==> config.mk <==
export PLATFORM = sky130hd
export DESIGN_NAME = linear_search_key_value_table
export DESIGN_NICKNAME = d
export VERILOG_FILES = /design/src/hw/rtl/lskv_pkg.sv /design/src/hw/rtl/lskv_mem.sv /design/src/hw/rtl/lskv_seq.sv /design/src/hw/rtl/linear_search_key_value_table.sv
export VERILOG_INCLUDE_DIRS = /design/src /design/src/hw/rtl
export SDC_FILE = /design/constraint.sdc
export NUM_CORES = 2
export LEC_CHECK = 0
export BUFFER_PORTS_ARGS = -buffer_cell sky130_fd_sc_hd__buf_2
export CORE_MARGIN = 2
export CORE_UTILIZATION = 55
export CTS_CLUSTER_SIZE = 25
export DETAILED_ROUTE_END_ITERATION = 8
export GPL_ROUTABILITY_DRIVEN = 0
export PLACE_DENSITY = 0.8
export SLEW_MARGIN = 0
export SYNTH_ARGS = -nofsm -noshare
export SYNTH_HDL_FRONTEND = slang
export SYNTH_SLANG_ARGS = --single-unit
==> constraint.sdc <==
create_clock -name clk -period 13.3 [get_ports clk]
set_clock_uncertainty 0.1 [all_clocks]
set_input_delay 1.33 -clock clk [delete_from_list [all_inputs] [get_ports clk]]
set_output_delay 1.33 -clock clk [all_outputs]
set_load 0.01 [all_outputs]
==> src/hw/rtl/linear_search_key_value_table_macros.svh <==
// Assertion macros for the key/value table RTL (used by lskv_seq).
// Depends on nothing; users must have clk and rst (active-high) in scope.
`ifndef LINEAR_SEARCH_KEY_VALUE_TABLE_MACROS_SVH
`define LINEAR_SEARCH_KEY_VALUE_TABLE_MACROS_SVH

// Same-cycle implication, sampled on clk, off while in reset.
`define LSKV_ASSERT_IMPL(label, ante, cons) \
  label: assert property (@(posedge clk) disable iff (rst) (ante) |-> (cons)) \
    else $error("lskv assertion failed");

// Next-cycle implication, sampled on clk, off while in reset.
`define LSKV_ASSERT_NEXT(label, ante, cons) \
  label: assert property (@(posedge clk) disable iff (rst) (ante) |=> (cons)) \
    else $error("lskv assertion failed");

`endif

==> src/hw/rtl/lskv_pkg.sv <==
// Shared types and codes for the linear-search key/value table.
// No dependencies.
package lskv_pkg;

  typedef enum logic [1:0] {
    ACT_PUT      = 2'd0,
    ACT_GET      = 2'd1,
    ACT_REMOVE   = 2'd2,
    ACT_READ_POS = 2'd3
  } action_t;

  typedef enum logic [1:0] {
    ST_OK    = 2'd0,
    ST_MISS  = 2'd1,
    ST_FULL  = 2'd2,
    ST_RANGE = 2'd3
  } status_t;

  // Write strobes from the sequencer to the table storage.
  typedef struct packed {
    logic wr_key;
    logic wr_value;
  } mem_cmd_t;

  // Result handoff from the sequencer to the output register.
  typedef struct packed {
    logic    push;
    logic    found;
    status_t status;
  } res_ctl_t;

endpackage

==> src/hw/rtl/lskv_mem.sv <==
// Key and value storage: one write port, one registered read port.
// Depends on lskv_pkg (mem_cmd_t).
module lskv_mem #(
  parameter int CAPACITY   = 16,
  parameter int KEY_BITS   = 32,
  parameter int VALUE_BITS = 32
) (
  input  logic                        clk,
  input  lskv_pkg::mem_cmd_t          cmd,
  input  logic [$clog2(CAPACITY)-1:0] wr_addr,
  input  logic [KEY_BITS-1:0]         wr_key,
  input  logic [VALUE_BITS-1:0]       wr_value,
  input  logic [$clog2(CAPACITY)-1:0] rd_addr,
  output logic [KEY_BITS-1:0]         rd_key,
  output logic [VALUE_BITS-1:0]       rd_value
);

  logic [KEY_BITS-1:0]   key_mem   [CAPACITY];
  logic [VALUE_BITS-1:0] value_mem [CAPACITY];

  always_ff @(posedge clk) begin
    if (cmd.wr_key) begin
      key_mem[wr_addr] <= wr_key;
    end
    if (cmd.wr_value) begin
      value_mem[wr_addr] <= wr_value;
    end
    rd_key   <= key_mem[rd_addr];
    rd_value <= value_mem[rd_addr];
  end

endmodule

==> src/hw/rtl/lskv_seq.sv <==
// Sequencer: scans the table one slot per cycle through the shared key
// comparator and performs put/get/remove/read. Depends on lskv_pkg and macros.
`include "linear_search_key_value_table_macros.svh"

module lskv_seq #(
  parameter int CAPACITY   = 16,
  parameter int KEY_BITS   = 32,
  parameter int VALUE_BITS = 32
) (
  input  logic                             clk,
  input  logic                             rst,
  input  logic                             in_valid,
  output logic                             in_stall,
  input  logic [1:0]                       action,
  input  logic [KEY_BITS-1:0]              key,
  input  logic [VALUE_BITS-1:0]            value,
  input  logic [$clog2(CAPACITY)-1:0]      position,
  input  logic                             out_free,
  output lskv_pkg::res_ctl_t               res_ctl,
  output logic [KEY_BITS-1:0]              res_key,
  output logic [VALUE_BITS-1:0]            res_value,
  output logic [$clog2(CAPACITY+1)-1:0]    res_total,
  output lskv_pkg::mem_cmd_t               mem_cmd,
  output logic [$clog2(CAPACITY)-1:0]      mem_wr_addr,
  output logic [KEY_BITS-1:0]              mem_wr_key,
  output logic [VALUE_BITS-1:0]            mem_wr_value,
  output logic [$clog2(CAPACITY)-1:0]      mem_rd_addr,
  input  logic [KEY_BITS-1:0]              mem_rd_key,
  input  logic [VALUE_BITS-1:0]            mem_rd_value
);

  localparam int AW = $clog2(CAPACITY);
  localparam int CW = $clog2(CAPACITY + 1);

  typedef enum logic [2:0] {
    S_IDLE,
    S_SCAN,
    S_MV_RD,
    S_MV_WR,
    S_POS_RD,
    S_POS_WR,
    S_FIN
  } state_t;

  state_t                state;
  lskv_pkg::action_t     act;
  logic [KEY_BITS-1:0]   req_key;
  logic [VALUE_BITS-1:0] req_value;
  logic [AW-1:0]         req_pos;
  logic [CW-1:0]         count;
  logic [CW-1:0]         idx;
  logic                  pend;
  logic [AW-1:0]         pend_addr;
  logic [AW-1:0]         hit_slot;
  lskv_pkg::status_t     status;
  logic                  found;
  logic [KEY_BITS-1:0]   rkey;
  logic [VALUE_BITS-1:0] rval;

  logic hit;
  logic scan_end;
  logic has_room;

  // pend marks that the read data belongs to slot pend_addr
  assign hit      = pend && (mem_rd_key == req_key);
  assign scan_end = (idx >= count);
  assign has_room = (count < CW'(CAPACITY));

  assign in_stall = (state != S_IDLE);

  always_ff @(posedge clk) begin
    if (rst) begin
      state <= S_IDLE;
      count <= '0;
      pend  <= 1'b0;
    end else begin
      unique case (state)
        S_IDLE: begin
          if (in_valid) begin
            act       <= lskv_pkg::action_t'(action);
            req_key   <= key;
            req_value <= value;
            req_pos   <= position;
            status    <= lskv_pkg::ST_OK;
            found     <= 1'b0;
            rkey      <= '0;
            rval      <= '0;
            idx       <= '0;
            pend      <= 1'b0;
            if (lskv_pkg::action_t'(action) == lskv_pkg::ACT_READ_POS) begin
              state <= S_POS_RD;
            end else begin
              state <= S_SCAN;
            end
          end
        end
        S_SCAN: begin
          if (hit) begin
            found <= 1'b1;
            pend  <= 1'b0;
            unique case (act)
              lskv_pkg::ACT_GET: begin
                rval  <= mem_rd_value;
                state <= S_FIN;
              end
              lskv_pkg::ACT_REMOVE: begin
                rval     <= mem_rd_value;
                hit_slot <= pend_addr;
                count    <= count - CW'(1);
                state    <= S_MV_RD;
              end
              default: begin
                state <= S_FIN;
              end
            endcase
          end else if (scan_end) begin
            pend <= 1'b0;
            if (act == lskv_pkg::ACT_PUT) begin
              if (has_room) begin
                count <= count + CW'(1);
              end else begin
                status <= lskv_pkg::ST_FULL;
              end
            end else begin
              status <= lskv_pkg::ST_MISS;
            end
            state <= S_FIN;
          end else begin
            pend      <= 1'b1;
            pend_addr <= idx[AW-1:0];
            idx       <= idx + CW'(1);
          end
        end
        S_MV_RD: begin
          state <= S_MV_WR;
        end
        S_MV_WR: begin
          state <= S_FIN;
        end
        S_POS_RD: begin
          if (CW'(req_pos) < count) begin
            state <= S_POS_WR;
          end else begin
            status <= lskv_pkg::ST_RANGE;
            state  <= S_FIN;
          end
        end
        S_POS_WR: begin
          found <= 1'b1;
          rkey  <= mem_rd_key;
          rval  <= mem_rd_value;
          state <= S_FIN;
        end
        S_FIN: begin
          if (out_free) begin
            state <= S_IDLE;
          end
        end
        default: begin
          state <= S_IDLE;
        end
      endcase
    end
  end

  // storage port steering
  always_comb begin
    mem_cmd      = '0;
    mem_wr_addr  = pend_addr;
    mem_wr_key   = req_key;
    mem_wr_value = req_value;
    mem_rd_addr  = idx[AW-1:0];
    unique case (state)
      S_SCAN: begin
        if (hit && act == lskv_pkg::ACT_PUT) begin
          mem_cmd.wr_value = 1'b1;
        end else if (!hit && scan_end && act == lskv_pkg::ACT_PUT && has_room) begin
          mem_cmd.wr_key   = 1'b1;
          mem_cmd.wr_value = 1'b1;
          mem_wr_addr      = count[AW-1:0];
        end
      end
      S_MV_RD: begin
        mem_rd_addr = count[AW-1:0];
      end
      S_MV_WR: begin
        mem_cmd.wr_key   = 1'b1;
        mem_cmd.wr_value = 1'b1;
        mem_wr_addr      = hit_slot;
        mem_wr_key       = mem_rd_key;
        mem_wr_value     = mem_rd_value;
      end
      S_POS_RD: begin
        mem_rd_addr = req_pos;
      end
      default: begin
      end
    endcase
  end

  assign res_ctl.push   = (state == S_FIN) && out_free;
  assign res_ctl.found  = found;
  assign res_ctl.status = status;
  assign res_key        = rkey;
  assign res_value      = rval;
  assign res_total      = count;

  `LSKV_ASSERT_IMPL(a_count_max, 1'b1, count <= CW'(CAPACITY))
  `LSKV_ASSERT_IMPL(a_wr_in_range, mem_cmd.wr_key, CW'(mem_wr_addr) <= count)
  `LSKV_ASSERT_NEXT(a_rm_shrinks, state == S_SCAN && hit && act == lskv_pkg::ACT_REMOVE,
                    count == $past(count) - CW'(1))
  `LSKV_ASSERT_NEXT(a_accept_busy, in_valid && !in_stall, state != S_IDLE)

endmodule

==> src/hw/rtl/linear_search_key_value_table.sv <==
// Top level of the linear-search key/value table: sequencer, storage and
// output register. Depends on lskv_pkg, lskv_mem and lskv_seq.
//
//  channel | handshake            | payload
//  --------+----------------------+---------------------------------------------
//  in      | in_valid / in_stall  | action, key, value, position
//  out     | out_valid / out_stall| status, found, result_key, result_value,
//          |                      | entry_total
//
// Search compares one slot per cycle.
// One transaction at a time; the output register lets the next transaction
//   enter while the previous result waits on out_stall.
// Reset (rst, synchronous) empties the table; storage contents are not cleared.
module linear_search_key_value_table #(
  parameter int CAPACITY   = 16,
  parameter int KEY_BITS   = 32,
  parameter int VALUE_BITS = 32
) (
  input  logic                          clk,
  input  logic                          rst,
  input  logic                          in_valid,
  output logic                          in_stall,
  input  logic [1:0]                    action,
  input  logic [KEY_BITS-1:0]           key,
  input  logic [VALUE_BITS-1:0]         value,
  input  logic [$clog2(CAPACITY)-1:0]   position,
  output logic                          out_valid,
  input  logic                          out_stall,
  output logic [1:0]                    status,
  output logic                          found,
  output logic [KEY_BITS-1:0]           result_key,
  output logic [VALUE_BITS-1:0]         result_value,
  output logic [$clog2(CAPACITY+1)-1:0] entry_total
);

  localparam int AW = $clog2(CAPACITY);
  localparam int CW = $clog2(CAPACITY + 1);

  lskv_pkg::res_ctl_t    res_ctl;
  logic [KEY_BITS-1:0]   res_key;
  logic [VALUE_BITS-1:0] res_value;
  logic [CW-1:0]         res_total;
  lskv_pkg::mem_cmd_t    mem_cmd;
  logic [AW-1:0]         mem_wr_addr;
  logic [KEY_BITS-1:0]   mem_wr_key;
  logic [VALUE_BITS-1:0] mem_wr_value;
  logic [AW-1:0]         mem_rd_addr;
  logic [KEY_BITS-1:0]   mem_rd_key;
  logic [VALUE_BITS-1:0] mem_rd_value;
  logic                  out_free;

  // output slot is free when empty or being taken this cycle
  assign out_free = !out_valid || !out_stall;

  lskv_seq #(
    .CAPACITY   (CAPACITY),
    .KEY_BITS   (KEY_BITS),
    .VALUE_BITS (VALUE_BITS)
  ) u_seq (
    .clk          (clk),
    .rst          (rst),
    .in_valid     (in_valid),
    .in_stall     (in_stall),
    .action       (action),
    .key          (key),
    .value        (value),
    .position     (position),
    .out_free     (out_free),
    .res_ctl      (res_ctl),
    .res_key      (res_key),
    .res_value    (res_value),
    .res_total    (res_total),
    .mem_cmd      (mem_cmd),
    .mem_wr_addr  (mem_wr_addr),
    .mem_wr_key   (mem_wr_key),
    .mem_wr_value (mem_wr_value),
    .mem_rd_addr  (mem_rd_addr),
    .mem_rd_key   (mem_rd_key),
    .mem_rd_value (mem_rd_value)
  );

  lskv_mem #(
    .CAPACITY   (CAPACITY),
    .KEY_BITS   (KEY_BITS),
    .VALUE_BITS (VALUE_BITS)
  ) u_mem (
    .clk      (clk),
    .cmd      (mem_cmd),
    .wr_addr  (mem_wr_addr),
    .wr_key   (mem_wr_key),
    .wr_value (mem_wr_value),
    .rd_addr  (mem_rd_addr),
    .rd_key   (mem_rd_key),
    .rd_value (mem_rd_value)
  );

  // output register: holds a finished result until the consumer takes it
  always_ff @(posedge clk) begin
    if (rst) begin
      out_valid <= 1'b0;
    end else if (res_ctl.push) begin
      out_valid    <= 1'b1;
      status       <= res_ctl.status;
      found        <= res_ctl.found;
      result_key   <= res_key;
      result_value <= res_value;
      entry_total  <= res_total;
    end else if (!out_stall) begin
      out_valid <= 1'b0;
    end
  end

endmodule
======== After elaboration in Yosys (flattened, before gate mapping) ========
Memories as Yosys holds them, arrays and structs flattened. A register that Yosys moved wholly into a read port is not among the register bits.
Index checks and enable logic that the tools add are counted.
word-level totals
  register bits ........................... 232
  RAM bits ................................ 1024
  bits of input ports ..................... 74
  output and inout bits ................... 74
  logic and storage cells ................. 138
  memories ................................ 2
operators by class
  add/subtract/negate cells ............... 3
  order comparisons ....................... 3
  eq/ne operators ......................... 22
  multiplexer cells ....................... 51
  bitwise logic cells ..................... 3
  reductions and logical operators ........ 34
memory list
  name             depth  bits a word  read ports  clocked after memory_dff  wr ports  line            source
  u_mem.key_mem    16     32           1           1                         1         lskv_mem.sv:18  logic [KEY_BITS-1:0] key_mem [CAPACITY];
  u_mem.value_mem  16     32           1           1                         1         lskv_mem.sv:19  logic [VALUE_BITS-1:0] value_mem [CAPACITY];
operators with widths
  kind                                                    number
  two-way mux 32 bit                                      5
  one-hot mux 32 bit (3 select lines)                     1
  one-hot mux 32 bit (2 select lines)                     1
  two-way mux 5 bit                                       8
  equality test 32 bit                                    1
  two-way mux 3 bit                                       6
  one-hot mux 3 bit (6 select lines)                      1
  two-way mux 2 bit                                       8
  one-hot mux 4 bit (2 select lines)                      2
  AND reduction 5 bit                                     3
  two-way mux 1 bit                                       12
  inequality test 2 bit (second input constant)           6
  AND reduction 4 bit                                     3
  adder 5 x 1 -> 5 bit (second input constant)            2
  one-hot mux 5 bit (2 select lines)                      1
  nonzero test 2 bit                                      5
  equality test 3 bit (second input constant)             3
  AND reduction 3 bit                                     3
  nonzero test 3 bit                                      3
  two-way mux 4 bit                                       2
  inequality test 2 x 1 -> 1 bit (second input constant)  4
  AND reduction 7 bit                                     1
  equality test 3 x 2 -> 1 bit (second input constant)    2
  logical AND 1 bit                                       6
  other kinds (20)                                        27

======== Longest topological paths before layout ========
  word-level depth ........................ 11
  mapped depth ............................ 11
  gate-level depth less buffers ........... 11

======== Modules after synthesis ========
From an unflattened synthesis, not the netlist that was laid out.
second synthesis, totals
  cells, all modules ...................... 2273
  area total of the unflattened synthesis .. 49269.8 µm²
by module, submodules not included
  module                         times used  cells an instance  area each (µm²)  seq. area each (µm²)
  lskv_mem                       1           1671               39683.1          32030.7
  lskv_seq                       1           525                7385.8           4684.5
  linear_search_key_value_table  1           77                 2200.9           2182.1

======== Worst setup path before layout ========
OpenSTA, ideal clock, no wires.
  path type ............................... in2reg
  start ................................... input rst
  end ..................................... register entry_total[0], enable pin
  setup time .............................. 0.705 ns
  data arrival time ....................... 8.952 ns
  required time ........................... 12.495 ns
  slack ................................... 3.544 ns
  stages on the path ...................... 2
  path buffers ............................ 1
  path through ............................ clkbuf_1 > nor4b_1
between the ends
  longest elaborated chain between the ends .. 2
RTL lines
  item                           line                                  source
  from (decl)                    linear_search_key_value_table.sv:20   input logic rst,
  inverter 1 bit (no line)       n/a
  AND reduction 2 bit (no line)  n/a
  to (signal assigned)           linear_search_key_value_table.sv:107  entry_total <= res_total;
  to (decl)                      linear_search_key_value_table.sv:33   output logic [$clog2(CAPACITY+1)-1:0] entry_total
No other way between the ends.
A chain may end at the register's enable or synchronous reset.

======== Worst setup path after layout ========
  start ................................... register u_seq.state[2]
  end ..................................... register u_mem.rd_key[4] (read register of u_mem.key_mem)
between the ends
  longest elaborated chain between the ends .. 2
  elaborated cells between the ends (all ways) .. 3
  those cells by class .................... eq/ne: 2; mux: 1
RTL lines
  item                                                                 line             source
  from (decl)                                                          lskv_seq.sv:45   state_t state;
  from (signal assigned)                                               lskv_seq.sv:73   state <= S_IDLE;
  from (signal assigned)                                               lskv_seq.sv:91   state <= S_POS_RD;
  from (signal assigned)                                               lskv_seq.sv:93   state <= S_SCAN;
  equality test 3 bit or equality test 3 x 2 -> 1 bit (tied branches)  lskv_seq.sv:173  unique case (state)
  one-hot mux 4 bit (2 select lines) *                                 lskv_seq.sv:173
  to (decl)                                                            lskv_mem.sv:14   output logic [KEY_BITS-1:0] rd_key,
Mark *: on every way between the ends. The rest lies on a longest branch, timed or not.

==> run metrics <==
die width=306 µm; detailed router's first-iteration violation count=3243; met3 layer usage reported by global route=4.33%; diodes inserted=0; static leakage=0.0184 µW; Net Switching=2730 µW; switching share of total power=26.2%; required time reported for the critical path endpoint=13.74 ns; Hold Path Cell Cnt=0; length of the first detailed-routing pass in iterations=5; number of pins exceeding their max-slew limit in the final report=0; synthesized netlist net count=2432; placed cells=3594; count of different cell masters after synthesis=61; internal power summed over all cells=7710 µW; slew of the pin with the lowest slew margin=1.15 ns; count of state elements after synthesis=1320; min Tclk post-route=5.58 ns; top-area cell type share of the netlist area=74.5%; routed wire length=114000 µm; all-layer global routing usage=24.6%; unrepaired setup endpoints after global routing=false; Total Die Area=93800 µm²; status=finished clean; post-route antenna net violation count=0; Detailed Place HPWL=55800 µm; Synth Instances=2342; combinational group share of total power=17.7%; count of endpoints failing hold in the final timing report=0; via count=24700; first-pass GRT wire length=167000 µm; netlist area before placement=50200 µm²; largest cells by area after synthesis=edfxtp_1 (74%), mux4_2 (11%), dfxtp_1 (2.9%); reg-to-reg startpoint=u_seq.state[2]$_SDFFE_PP0P_; share of post-route cells with drive strength above 1=29.7%; Final Instance Count excl. Fillers=3833; layout overhead on the synthesized area=12.7%; effective utilization at floorplan=55.6%; final period utilization=42.0%; met1 track utilization from global routing=33.7%; number of inserted filler cells in the final layout=5683; TritonCTS clock tree=built; FP Rows=110; global routing usage on met2=40.9%; largest voltage drop on the vdd net=0.157 mV; # hold bufs at CTS=0; sink count of the clock tree=1320; final number of setup-violating endpoints=0; clock transition time at the flip-flop clock pins of the worst setup and hold paths=0.06 ns; number of antenna violations at the first check in global routing=3; critical path type=reg -> reg; register share of total power=47.6%; Resized Gates After CTS=0; power per cell area=184 nW/µm²; register area share after synthesis=77.4%; Worst Reg-to-Reg Cells=9; height of the die=306 µm; maximum buffer depth of the clock tree=3; commonest non-fill, non-tap cells in the layout=edfxtp_1 (1246), mux4_2 (256), buf_2 (147); vias in the first global route=25400; maximum level of the CTS H-tree=4; Hold Path Origin=u_seq.res_value[28]$_SDFFCE_PN0P_; global route hottest layer=met2; standard cell core area=90300 µm²; global route total overflow=0; worst hold endpoint=result_value[28]$_DFFE_PP_; category of the worst setup path capture point=flip-flop; share of power burned in the clock network=34.7%; largest net degree at the start of global routing=121; max cap viols=0; most common cell after layout, fill and taps aside=edfxtp_1; largest area contributor in the netlist=edfxtp_1; path type of the worst min-delay path=reg -> reg; Crit Reg-Reg Endpoint=u_mem.rd_key[4]$_DFF_P_; upper clock frequency limit=179 MHz; buffer cell driving the clock tree root=clkbuf_16; startpoint type of the worst setup path=flip-flop; critical path arrival=6.02 ns; final sum of negative setup slack=0 ns; Avg Inst Size Synth=21.5 µm²; top-level I/O count=148; buffers inserted by post-CTS timing repair=0; final net count=2640; reg-to-reg setup timing slack=7.72 ns; headroom to the max-slew limit=23.6%; Via-to-Cell Ratio=6.44; Num CTS Buffers=130; input/output buffers=147; count of warnings emitted by yosys=0; Skew-Pair Late Insertion Delay=0.74 ns; largest fanout on the critical path=67; DRC violations left=0; routed wirelength normalized by instance count=29.8 µm
==> area by class of cell <==
cell class                      instances  area (µm²)  share of cell area (%)
Multi-Input combinational cell        891       10900                    19.2
Sequential cell                      1320       38900                    68.7
Timing Repair Buffer                  197        1120                    1.98
Tap cell                             1176        1470                    2.60
Inverter                               10        37.5                  0.0663
Clock inverter                         70         683                    1.21
Clock buffer                          169        3540                    6.26
==> stage by stage <==
stage | hold WS (ns) | power (µW) | cell area, µm² | utilization, % | worst slack, ns
after CTS | 0.319 | 10500 | 56600 | 62.7 | 7.68
after floorplan | 0.300 | 6420 | 50200 | - | 3.54
after detailed placement | 0.305 | 6860 | 52400 | 58.0 | 7.76
after global placement | 0.300 | 6790 | 52400 | 58.0 | 7.92
final | 0.319 | 10400 | 56600 | 62.7 | 7.72
after global routing | 0.321 | 10800 | 56600 | 62.7 | 7.25
==> worst max-delay path by stage <==
stage | from | to | slack [ns] | depth (start not counted)
floorplan | rst | entry_total[0]$_DFFE_PP_ | 3.54 | 2
global placement | u_seq.state[2]$_SDFFE_PP0P_ | u_mem.rd_value[11]$_DFF_P_ | 7.92 | 9
detailed placement | u_seq.state[2]$_SDFFE_PP0P_ | u_mem.rd_value[5]$_DFF_P_ | 7.76 | 9
CTS | u_seq.state[2]$_SDFFE_PP0P_ | u_mem.rd_value[15]$_DFF_P_ | 7.68 | 9
global route | u_seq.state[2]$_SDFFE_PP0P_ | u_mem.rd_value[25]$_DFF_P_ | 7.25 | 9
finish | u_seq.state[2]$_SDFFE_PP0P_ | u_mem.rd_key[4]$_DFF_P_ | 7.72 | 9
==> Yosys cell counts, drive strengths merged <==
cell     number
nor2         27
nor2b        70
nand3         6
and2b         1
o21a          2
nand3b        1
a21oi        80
mux4        256
a41oi         4
mux2i        73
buf          77
and3         33
nand2b        9
o211ai        2
xnor2        25
ha           15
inv          10
a211oi       66
xor2         14
edfxtp     1246
a2111oi       1
nor3b         3
nor4          3
fa            1
clkbuf       44
nand4bb       1
nand4         8
dfxtp        74
nor4b         2
o22a          6
or4           3
nor3         39
o21ai         3
or3           3
and4          1
mux2         65
o22ai         3
a31oi         7
nand4b        1
or2           1
nand2        16
a21o          5
nor4bb        1
and2         34
==> layer usage <==
layer  vias to the layer above  share of wire, %
li1                      10100                 -
met1                     12900                38
met2                      1510                51
met3                       208               9.4
met4                         4               2.4
met5                         -             0.024
==> power by group through the flow <==
stage | combinational (µW) | sequential [µW] | clock (µW)
after floorplan | 1460 | 4960 | 0
after global placement | 1750 | 5040 | 0
after detailed placement | 1810 | 5050 | 0
after CTS | 1860 | 4970 | 3670
after global routing | 1980 | 4980 | 3820
final | 1850 | 4970 | 3620
==> worst max-delay path, cell delays in order, from the launching register on <==
cell	delay (ns)
dfxtp_2	1.08
nand2b_2	0.34
a21oi_2	0.14
o22ai_4	0.83
buf_4	0.90
buf_4	0.91
mux4_2	0.42
nor2b_1	0.14
a211oi_1	0.31
a21oi_1	0.11
==> logic make-up (layout without fill, tap and decap cells) <==
| logic type | after synthesis | count (layout) | synth area share [%] |
|---|---|---|---|
| muxes | 394 | 394 | 14.4 |
| DFF | 1320 | 1320 | 77.4 |
| and+or+nand+nor | 263 | 263 | 3.17 |
| xor gates and xnor gates | 39 | 39 | 0.680 |
| adders and majority gates | 16 | 16 | 0.413 |
| buffers and inverters | 131 | 446 | 1.45 |
| AOI/OAI and AO/OA | 179 | 179 | 2.46 |
==> sequential cells by signal, summed over array words and instances, names as in the netlist, 3 cells and up <==
name,cells
u_mem.key_mem,512
u_mem.value_mem,512
result_key,32
result_value,32
u_mem.rd_key,32
u_mem.rd_value,32
u_seq.req_key,32
u_seq.req_value,32
u_seq.res_key,32
u_seq.res_value,32
entry_total,5
u_seq.idx,5
u_seq.res_total,5
u_seq.hit_slot,4
u_seq.pend_addr,4
u_seq.req_pos,4
u_seq.state,3
Note: power is estimated with default switching activity, not from simulation.
